[config.mk]
export PLATFORM = sky130hd
export DESIGN_NAME = spp_cfg
export DESIGN_NICKNAME = d
export VERILOG_FILES = /design/src/rtl/spp_pkg.sv /design/src/rtl/spp_cfg.sv
export SDC_FILE = /design/constraint.sdc
export NUM_CORES = 1
export LEC_CHECK = 0
export BUFFER_PORTS_ARGS = -buffer_cell sky130_fd_sc_hd__buf_2
export CORE_AREA = 4 4 192 194
export DETAILED_ROUTE_END_ITERATION = 7
export DIE_AREA = 0 0 196 198
export PLACE_DENSITY = 0.72
export SLEW_MARGIN = 20
export SYNTH_ARGS = -nofsm -noshare
export SYNTH_HDL_FRONTEND = slang
export SYNTH_SLANG_ARGS = --single-unit
[constraint.sdc]
create_clock -name clk_i -period 1.6 [get_ports clk_i]
set_input_delay 0.08 -clock clk_i [delete_from_list [all_inputs] [get_ports clk_i]]
set_output_delay 0.08 -clock clk_i [all_outputs]
set_load 0.01 [all_outputs]
[src/rtl/spp_pkg.sv]
`timescale 1ns / 1ps
// ----------------------------------------------------------------------------
// spp_pkg
// Shared types and constants for the stereo point projection block.
// ----------------------------------------------------------------------------
package spp_pkg;

  typedef enum logic [2:0] {
    REG_ROT0,
    REG_ROT1,
    REG_ROT2,
    REG_TRANS,
    REG_FOCAL_U,
    REG_FOCAL_V,
    REG_PRINC,
    REG_BASE
  } reg_idx_e;

  typedef struct packed {
    logic [53:0] rot0;
    logic [53:0] rot1;
    logic [53:0] rot2;
    logic [62:0] trans;
    logic [31:0] focal_u;
    logic [31:0] focal_v;
    logic [31:0] princ;
    logic [31:0] baseline;
  } cfg_t;

  typedef struct packed {
    logic [7:0] r;
    logic [7:0] g;
    logic [7:0] b;
  } rgb_t;

  localparam int unsigned APB_AW     = 6;
  localparam int unsigned APB_DW     = 64;
  localparam int unsigned COEF_W     = 18;
  localparam int unsigned TRANS_W    = 21;
  localparam int unsigned TRANS_FRAC = 8;
  localparam int unsigned ROT_FRAC   = 16;
  localparam int unsigned KW         = 32;
  localparam int unsigned DISP_W     = 32;
  localparam int unsigned PP_W       = 16;

endpackage

[src/rtl/spp_cfg.sv]
`timescale 1ns / 1ps
// ----------------------------------------------------------------------------
// spp_cfg
// APB register file holding rotation, translation and camera parameters.
// ----------------------------------------------------------------------------
module spp_cfg (
  input  logic                            clk_i,
  input  logic                            rst_ni,
  input  logic                            psel,
  input  logic                            penable,
  input  logic                            pwrite,
  input  logic [spp_pkg::APB_AW-1:0]      paddr,
  input  logic [spp_pkg::APB_DW-1:0]      pwdata,
  output logic [spp_pkg::APB_DW-1:0]      prdata,
  output logic                            pready,
  output spp_pkg::cfg_t                   cfg_o
);

  spp_pkg::cfg_t     cfg_q;
  spp_pkg::reg_idx_e idx;
  logic              wr;

  assign idx    = spp_pkg::reg_idx_e'(paddr[5:3]);
  assign wr     = psel & penable & pwrite;
  assign pready = 1'b1;
  assign cfg_o  = cfg_q;

  always_ff @(posedge clk_i or negedge rst_ni) begin
    if (!rst_ni) begin
      cfg_q.rot0     <= 54'd65536;
      cfg_q.rot1     <= 54'd65536 << 18;
      cfg_q.rot2     <= 54'd65536 << 36;
      cfg_q.trans    <= '0;
      cfg_q.focal_u  <= 32'd65536;
      cfg_q.focal_v  <= 32'd65536;
      cfg_q.princ    <= '0;
      cfg_q.baseline <= 32'd65536;
    end else if (wr) begin
      case (idx)
        spp_pkg::REG_ROT0:    cfg_q.rot0     <= pwdata[53:0];
        spp_pkg::REG_ROT1:    cfg_q.rot1     <= pwdata[53:0];
        spp_pkg::REG_ROT2:    cfg_q.rot2     <= pwdata[53:0];
        spp_pkg::REG_TRANS:   cfg_q.trans    <= pwdata[62:0];
        spp_pkg::REG_FOCAL_U: cfg_q.focal_u  <= pwdata[31:0];
        spp_pkg::REG_FOCAL_V: cfg_q.focal_v  <= pwdata[31:0];
        spp_pkg::REG_PRINC:   cfg_q.princ    <= pwdata[31:0];
        spp_pkg::REG_BASE:    cfg_q.baseline <= pwdata[31:0];
        default: ;
      endcase
    end
  end

  always_comb begin
    case (idx)
      spp_pkg::REG_ROT0:    prdata = 64'(cfg_q.rot0);
      spp_pkg::REG_ROT1:    prdata = 64'(cfg_q.rot1);
      spp_pkg::REG_ROT2:    prdata = 64'(cfg_q.rot2);
      spp_pkg::REG_TRANS:   prdata = 64'(cfg_q.trans);
      spp_pkg::REG_FOCAL_U: prdata = 64'(cfg_q.focal_u);
      spp_pkg::REG_FOCAL_V: prdata = 64'(cfg_q.focal_v);
      spp_pkg::REG_PRINC:   prdata = 64'(cfg_q.princ);
      spp_pkg::REG_BASE:    prdata = 64'(cfg_q.baseline);
      default:              prdata = '0;
    endcase
  end

endmodule

== Word level (Yosys, flattened, before mapping) ==
Index checks and enable logic that the tools add are counted.

* Eq/ne operators: 7
* Multiplexer cells: 1
* Bitwise logic cells: 2
* Reductions and logical operators: 9

{| class="wikitable"
|+ Operator list
! operator !! count
|-
| 64-bit case mux with 8 select lines || 1
|-
| 2-bit AND reduction || 8
|-
| 3-bit == test (second input constant) || 4
|-
| 3-bit by 2-bit == test with 1-bit output (second input constant) || 2
|-
| 3-bit by 1-bit == test with 1-bit output (second input constant) || 1
|-
| 3-bit zero test || 1
|-
| 1-bit AND || 2
|}

* Register bits: 353
* Input bits: 75
* Output and inout port bits: 418
* Word-level logic and storage cells: 27

== Longest topological paths before layout ==
Gate-level depths: netlist of run 1.

* Depth in word-level cells: 3
* Gate-level depth with buffers: 6
* Gate-level depth less buffers: 3

== Worst setup path before layout of run 1 ==
Ideal clock, no wire load.

* Kind: input to register
* From: input paddr[4] (netlist bit)
* To: register cfg_q (netlist bit cfg_o[299])
* Setup time: 125 ps
* Arrival time: 1332 ps
* Data required time: 1475 ps
* Setup slack: 143 ps
* Stages: 6
* Path buffers: 3
* Cells stage by stage: buf_2 nand4b_4 or3_1 buf_2 buf_6 mux2_4

* Word-level cells in the longest chain between the ends: 2

{| class="wikitable"
|+ Ends and longest elaborated chain
! item !! RTL line !! source
|-
| start, declared || spp_cfg.sv:12 || <nowiki>input logic [spp_pkg::APB_AW-1:0] paddr,</nowiki>
|-
| 3-bit zero test || spp_cfg.sv:39 || <nowiki>case (idx)</nowiki>
|-
| 2-bit AND reduction (no line) || - ||
|-
| end, declared || spp_cfg.sv:19 || <nowiki>spp_pkg::cfg_t cfg_q;</nowiki>
|}

Every way passes these cells.
A chain may end at the register's enable or synchronous reset.

== Final worst setup path of run 1 ==
* From: register cfg_q (netlist bit cfg_o[236])
* To: output prdata[45] (netlist bit)

* Word-level cells in the longest chain between the ends: 1

{| class="wikitable"
|+ Ends and longest elaborated chain
! item !! RTL line !! source
|-
| 64-bit case mux with 8 select lines || spp_cfg.sv:54 || <nowiki>case (idx)</nowiki>
|-
| end, declared || spp_cfg.sv:14 || <nowiki>output logic [spp_pkg::APB_DW-1:0] prdata,</nowiki>
|}

Every way passes these cells. The select of a mux whose other input is x is not followed.

==> impl_metrics.py, run 1 <==
metrics = {
    "status": {
        "outcome": "finished, violations left",
        "violations": "setup timing",
    },
    "drt": {
        "vias": 12787,
        "wire_per_inst_microns": 24.3,
        "postRouteAntennaNets": 0,
        "drtIter0Drc": 659,
        "drc": 0,
        "routed_wirelength_microns": 56100,
        "drt_first_pass_iters": 5,
        "vias_per_cell": 5.55,
    },
    "global_routing": {
        "grt_max_degree": 65,
        "grt_pass1_wl_microns": 83600,
        "antenna_found_initial": 1,
        "overflow": 0,
        "gr-usage-all-layers_pct": 27.8,
        "grt_pass1_vias": 13846,
    },
    "clocking": {
        "clkLatencyLatePin_ns": 0.52,
        "htree_levels": 2,
        "cts.sinks": 353,
        "cts_tree": "built",
        "path_clk_slew_ns": 0.06,
        "clock_path_buffers": 3,
        "clock_tree.root_cell": "clkbuf_16",
        "numCtsBuffers": 38,
    },
    "placement": {
        "port_buffers": 486,
        "gp_congestion": 0.927,
        "hpwl_microns": 37700,
    },
    "floorplanning": {
        "die_area_sq_um": 38800,
        "std_cell_rows": 69,
        "start_util_pct": 45.7,
        "die_x_microns": 196,
        "ios": 493,
        "coreArea_sq_um": 35200,
        "fp.dieH_microns": 198,
    },
    "yosys": {
        "avgSynthCellArea_sq_um": 14.9,
        "ys_types": 28,
        "synthArstFlopShare_pct": 100,
        "ys_seq_area_share_pct": 54.9,
        "synth-seq-cells": 353,
        "yosysMostFrequentCell": "dfrtp_1",
        "syn_nets": 1158,
        "synth_ff_type": "dfrtp_1",
        "synth_top_area_share_pct": 53.9,
        "synthTopCellsByCount": "dfrtp_1 (347), mux2_2 (291), mux2i_1 (96), mux2_4 (50), buf_2 (41)",
        "ys_warn_count": 0,
        "yosysTopAreaCell": "dfrtp_1",
        "syn_inst": 1083,
        "synth_edf_count": 0,
        "synthTopCellsByArea": "dfrtp_1 (54%), mux2_2 (20%), mux2i_1 (6.0%), mux2_4 (4.7%), mux4_2 (3.1%)",
        "netlist_area_sq_um": 16100,
    },
    "critical_path": {
        "cp-end-kind": "primary output",
        "critPathMaxFanout": 3,
        "crit_path_start": "cfg_o[236]",
        "r2r_slack_ns": 0.55,
        "cp.required_ns": 1.52,
        "worstReg2RegEnd": "cfg_o[44]",
        "start_kind": "flip-flop",
        "crit_type": "reg2out",
        "r2r-start": "cfg_o[44]",
        "rr_worst_depth": 3,
        "crit_arrival_ns": 1.74,
    },
    "cells_and_area": {
        "num_antenna_cells": 0,
        "final_util_pct": 65.5,
        "area_growth_pct": 43.3,
        "largest_reg_flops": 353,
        "ff_latch_area_sq_um": 8840,
        "nets": 1889,
        "multiInputGateArea_sq_um": 6940,
        "fillCellCount": 2523,
        "drive_gt1_share_pct": 64.3,
    },
    "sta": {
        "holdWs_ns": 0.101,
        "finalHoldViolations": 0,
        "fmaxAchievable_ghz": 0.550,
        "slew_headroom_pct": 55.8,
        "slew_violations": 0,
        "setup-violations-final": 46,
        "fin_ws_ns": -0.217,
        "rsz0062_at_grt": "yes",
        "fin_worst_skew_ns": 0,
        "min_period_ns": 1.82,
        "worst_pin_slew_ns": 0.662,
        "timing.final.crit_share_pct": 114,
    },
    "worst_hold_path": {
        "hold_path.class": "in2async",
    },
    "flow_run": {
        "maxCapViolCount": 0,
    },
    "power_and_ir_drop": {
        "netSwitchingFraction_pct": 30.1,
        "max-vdd-ir-drop_v": 0.00120,
        "combPwrFrac_pct": 28.8,
        "power_density_nw_per_um2": 1310,
        "clkPwrFrac_pct": 31.2,
        "intPower_mw": 21.2,
        "p_leak_nw": 11.9,
        "p_sw_mw": 9.14,
        "seq_power_share_pct": 39.9,
    },
}
-- repair_timing --
| item | CTS | global route |
|---|---|---|
| endpoints found under the setup margin | 54 | 62 |
| resized for setup | 27 | 15 |
| gates cloned | 0 | 0 |
| setup buffers | 115 | 35 |
| endpoints found under the hold margin | 455 | 0 |
| pin swaps | 19 | 19 |
| hold buffers | 64 | 0 |
-- logic make-up (layout without fill, tap and decap cells) --
group / after synthesis / in the layout / synth area share, %
muxes: 471 / 471 / 34.9
buffers and inverters: 108 / 869 / 3.28
other: 2 / 2 / 0.0467
AOI/OAI and AO/OA: 96 / 96 / 4.70
DFF: 353 / 353 / 54.9
and+or+nand+nor: 53 / 53 / 2.14
-- per-layer routing --
| metal | GRT usage [%] | routed length, microns | vias to the layer above |
|---|---|---|---|
| met1 | 33.7 | 21100 | 6511 |
| met3 | 7.49 | 5120 | 137 |
| met5 | 0 | 13 | - |
| li1 | - | - | 5485 |
| met4 | 11.5 | 2140 | 2 |
| met2 | 47.4 | 27700 | 652 |
-- power groups by stage --
stage	sequential [mW]	combinational, mW	clock, mW
6_report	12.1	8.75	9.48
5_1_grt	12.3	9.33	10.0
4_1_cts	12.0	8.42	9.63
3_5_place_dp	12.4	7.13	0
3_3_place_gp	12.3	7.00	0
2_1_floorplan	12.8	2.92	0
-- cell usage in the layout (no fill, tap or decap), types with 6 or more instances in the layout --
cell type	instances
buf_2	477
dfrtp_1	347
mux2_2	291
buf_4	186
mux2i_1	89
dlygate4sd3_1	64
mux2_4	50
clkbuf_16	41
buf_12	34
o22ai_1	31
o22a_1	31
inv_1	28
mux4_2	22
nor2b_1	19
a221oi_1	17
a221oi_2	12
mux2_1	12
and3_1	9
buf_6	8
mux2i_2	7
clkbuf_8	7
nor2_4	6
dfstp_2	6
clkinv_2	6
-- cell type report --
class / instances / area share, %
flip-flops and latches: 353 / 38.3
clock buffers: 51 / 4.92
multi-input cells: 622 / 30.1
clock inverters: 19 / 1.07
inverters: 29 / 0.472
repair buffers: 770 / 22.6
well taps: 461 / 2.50
-- critical path: stages (launching register included) --
cell	delay, ns
dfrtp_1	0.39
mux4_2	0.52
nor2b_1	0.16
buf_2	0.14
-- how the worst max path moves through the flow --
| stage | end | slack, ns | cells past startpoint |
|---|---|---|---|
| finish | prdata[45] | -0.22 | 3 |
| global route | prdata[45] | -0.25 | 3 |
| CTS | prdata[45] | -0.22 | 3 |
| detailed placement | prdata[28] | -0.08 | 6 |
| global placement | prdata[28] | -0.01 | 6 |
| floorplan | cfg_o[299] | 0.14 | 6 |
-- through the flow --
step / std cells / setup TNS, ns / instance area, sq um / worst slack, ns / power, mW
floorplan: 1083 / 0 / 16100 / 0.143 / 15.7
global placement: 2021 / -0.0119 / 19700 / -0.0119 / 19.3
detailed placement: 2021 / -0.102 / 19700 / -0.0810 / 19.5
CTS: 2270 / -5.21 / 22700 / -0.223 / 30.1
global route: 2305 / -7.84 / 23100 / -0.255 / 31.6
finish: 2305 / -4.50 / 23100 / -0.217 / 30.3
(Power assumes the default switching activity.)
==> inputs of run 2 (changes only) <==
- BUFFER_PORTS_ARGS: -buffer_cell sky130_fd_sc_hd__buf_2 -> -buffer_cell sky130_fd_sc_hd__buf_4
- CORE_AREA: 4 4 192 194 -> default
- CORE_ASPECT_RATIO: default -> 1.2
- CORE_MARGIN: default -> 2
- CORE_UTILIZATION: default -> 35
- DIE_AREA: 0 0 196 198 -> default
- PLACE_DENSITY: 0.72 -> default
==> run 2 against run 1 <==
  * The run still ends with setup timing left
  * Combinational power rose by 21%
  * First-iteration DRC count fell by 46%
  * Routed wire length increased by 4.1%
  * Sequential cell count unchanged
  * Highest routed layer is now met4
==> impl_metrics.py, run 2 (synthesis results as in run 1) <==
metrics = {
    "power_and_ir_drop": {
        "power_density_nw_per_um2": 1250,
        "intPower_mw": 22.0,
        "p_total_mw": 31.4,
        "p_leak_nw": 12.6,
        "combPwrFrac_pct": 33.8,
        "netSwitchingFraction_pct": 29.9,
        "clkPwrFrac_pct": 27.9,
        "max-vdd-ir-drop_v": 0.00102,
        "seq_power_share_pct": 38.4,
        "p_sw_mw": 9.39,
    },
    "clocking": {
        "cts_tree": "built",
        "clock_tree.root_cell": "clkbuf_16",
        "clock_path_buffers": 3,
        "numCtsBuffers": 39,
        "path_clk_slew_ns": 0.06,
        "cts.sinks": 353,
        "htree_levels": 2,
        "clkLatencyLatePin_ns": 0.52,
    },
    "drt": {
        "wl_met2_microns": 30100,
        "drt_first_pass_iters": 6,
        "met1Wirelength_microns": 22800,
        "postRouteAntennaNets": 0,
        "vias_per_cell": 5.07,
        "routed_wirelength_microns": 58400,
        "route.met3.wl_microns": 3880,
        "drtIter0Drc": 355,
        "drc": 0,
        "top_layer": "met4",
        "wire_per_inst_microns": 22.9,
        "vias": 12906,
    },
    "critical_path": {
        "timing.critical_path.buf_inv": 1,
        "r2r-start": "cfg_o[121]",
        "r2r_slack_ns": 0.57,
        "crit_type": "reg2out",
        "cp-end-kind": "primary output",
        "critPathMaxFanout": 2,
        "slowest_delay_ns": 0.47,
        "worstReg2RegEnd": "cfg_o[121]",
        "start_kind": "flip-flop",
        "cp.required_ns": 1.52,
        "crit_path_top_delay_cell": "mux4_2",
        "path_delay_family": "multiplexers",
        "cp-endpoint": "prdata[40]",
        "crit_cells": 3,
        "crit_arrival_ns": 1.72,
        "rr_worst_depth": 3,
        "crit_path_start": "cfg_o[168]",
        "path_cells": "mux4_2 > nor2b_2 > buf_4",
    },
    "cells_and_area": {
        "largest_reg_flops": 353,
        "num_antenna_cells": 0,
        "fillCellCount": 3888,
        "layout_common_cells": "buf_4 (729), dfrtp_1 (344), mux2_2 (291), mux2i_1 (92), dlygate4sd3_1 (64)",
        "nets": 1979,
        "final_area_sq_um": 25100,
        "drive_gt1_share_pct": 66.3,
        "final_common_cell": "buf_4",
        "area_growth_pct": 56.2,
        "final_util_pct": 55.1,
    },
    "placement": {
        "dp_slack_ns": -0.0318,
        "hpwl_microns": 39400,
        "placed_cell_area_sq_um": 21300,
        "port_buffers": 486,
        "gp_congestion": 0.816,
    },
    "sta": {
        "finalHoldViolations": 0,
        "timing.final.crit_share_pct": 112,
        "slew_violations": 0,
        "fin_worst_skew_ns": 0,
        "rsz0062_at_grt": "yes",
        "fmaxAchievable_ghz": 0.557,
        "fin_ws_ns": -0.195,
        "fin_setup_tns_ns": -4.32,
        "setup-violations-final": 42,
        "min_period_ns": 1.80,
    },
    "floorplanning": {
        "ios": 493,
        "std_cell_rows": 86,
        "fp.dieH_microns": 239,
        "die_x_microns": 200,
        "coreArea_sq_um": 45600,
        "start_util_pct": 35.3,
        "die_area_sq_um": 47700,
    },
    "flow_run": {
        "maxCapViolCount": 0,
    },
    "status": {
        "outcome": "finished, violations left",
        "violations": "setup timing",
    },
    "global_routing": {
        "grt_pass1_vias": 13508,
        "grt_pass1_wl_microns": 84800,
        "grt_max_degree": 44,
        "antenna_found_initial": 0,
        "overflow": 0,
        "gr-usage-all-layers_pct": 23.7,
    },
    "worst_hold_path": {
        "hold_path.class": "in2async",
    },
}
==> run 2: cell count changes in the layout (fill, tap and decap cells not counted), moves of 5 or more <==
| cell | change |
|---|---|
| buf_4 | +543 |
| a221oi_2 | +10 |
| buf_6 | +21 |
| nor2b_1 | -5 |
| clkinv_2 | +7 |
| buf_2 | -477 |
| a221oi_1 | -10 |
==> run 2: how the worst min path moves through the flow <==
stage,to,depth (start not counted),slack [ns]
2_1_floorplan,cfg_o[0],0,-0.22
3_3_place_gp,cfg_o[346],1,-0.008
3_5_place_dp,cfg_o[181],1,-0.01
4_1_cts,cfg_o[352],2,0.01
5_1_grt,cfg_o[244],2,0.04
6_report,cfg_o[244],2,0.02
==> run 2: power by group through the flow <==
stage               Combinational (mW)  Clock [mW]  Sequential (mW)
finish                            10.6        8.77             12.1
global route                      11.3        9.37             12.2
CTS                               10.1        9.02             12.0
detailed placement                8.21           0             12.5
global placement                  8.11           0             12.5
floorplan                         2.92           0             12.8
==> run 2: area by class of cell <==
| type | count | area [sq um] | share of cell area (%) |
|---|---|---|---|
| inverter | 29 | 109 | 0.433 |
| sequential | 353 | 8840 | 35.2 |
| tap | 616 | 771 | 3.06 |
| timing repair buffer | 859 | 7180 | 28.5 |
| clock inverter | 16 | 111 | 0.443 |
| multi-input combinational | 622 | 7010 | 27.9 |
| clock buffer | 53 | 1120 | 4.46 |
==> run 2: repair_timing <==
item / in CTS / in global routing
endpoints found under the setup margin: 54 / 54
hold endpoints to repair: 629 / 0
resized for setup: 30 / 44
pin swaps: 15 / 20
cloned: 0 / 0
buffers inserted: 173 / 51
hold buffers: 64 / 0
==> run 2: metrics by stage <==
stage | instances | hold slack (ns)
floorplan | 1083 | -0.216
global placement | 2192 | -0.00817
detailed placement | 2192 | -0.0129
CTS | 2497 | 0.0144
global route | 2548 | 0.0411
finish | 2548 | 0.0247
==> run 2: metal layers <==
layer | track usage, % | vias up
met4 | 7.72 | 0
met1 | 28.5 | 6667
met5 | 0 | -
met2 | 41.8 | 481
met3 | 5.42 | 105
li1 | - | 5653
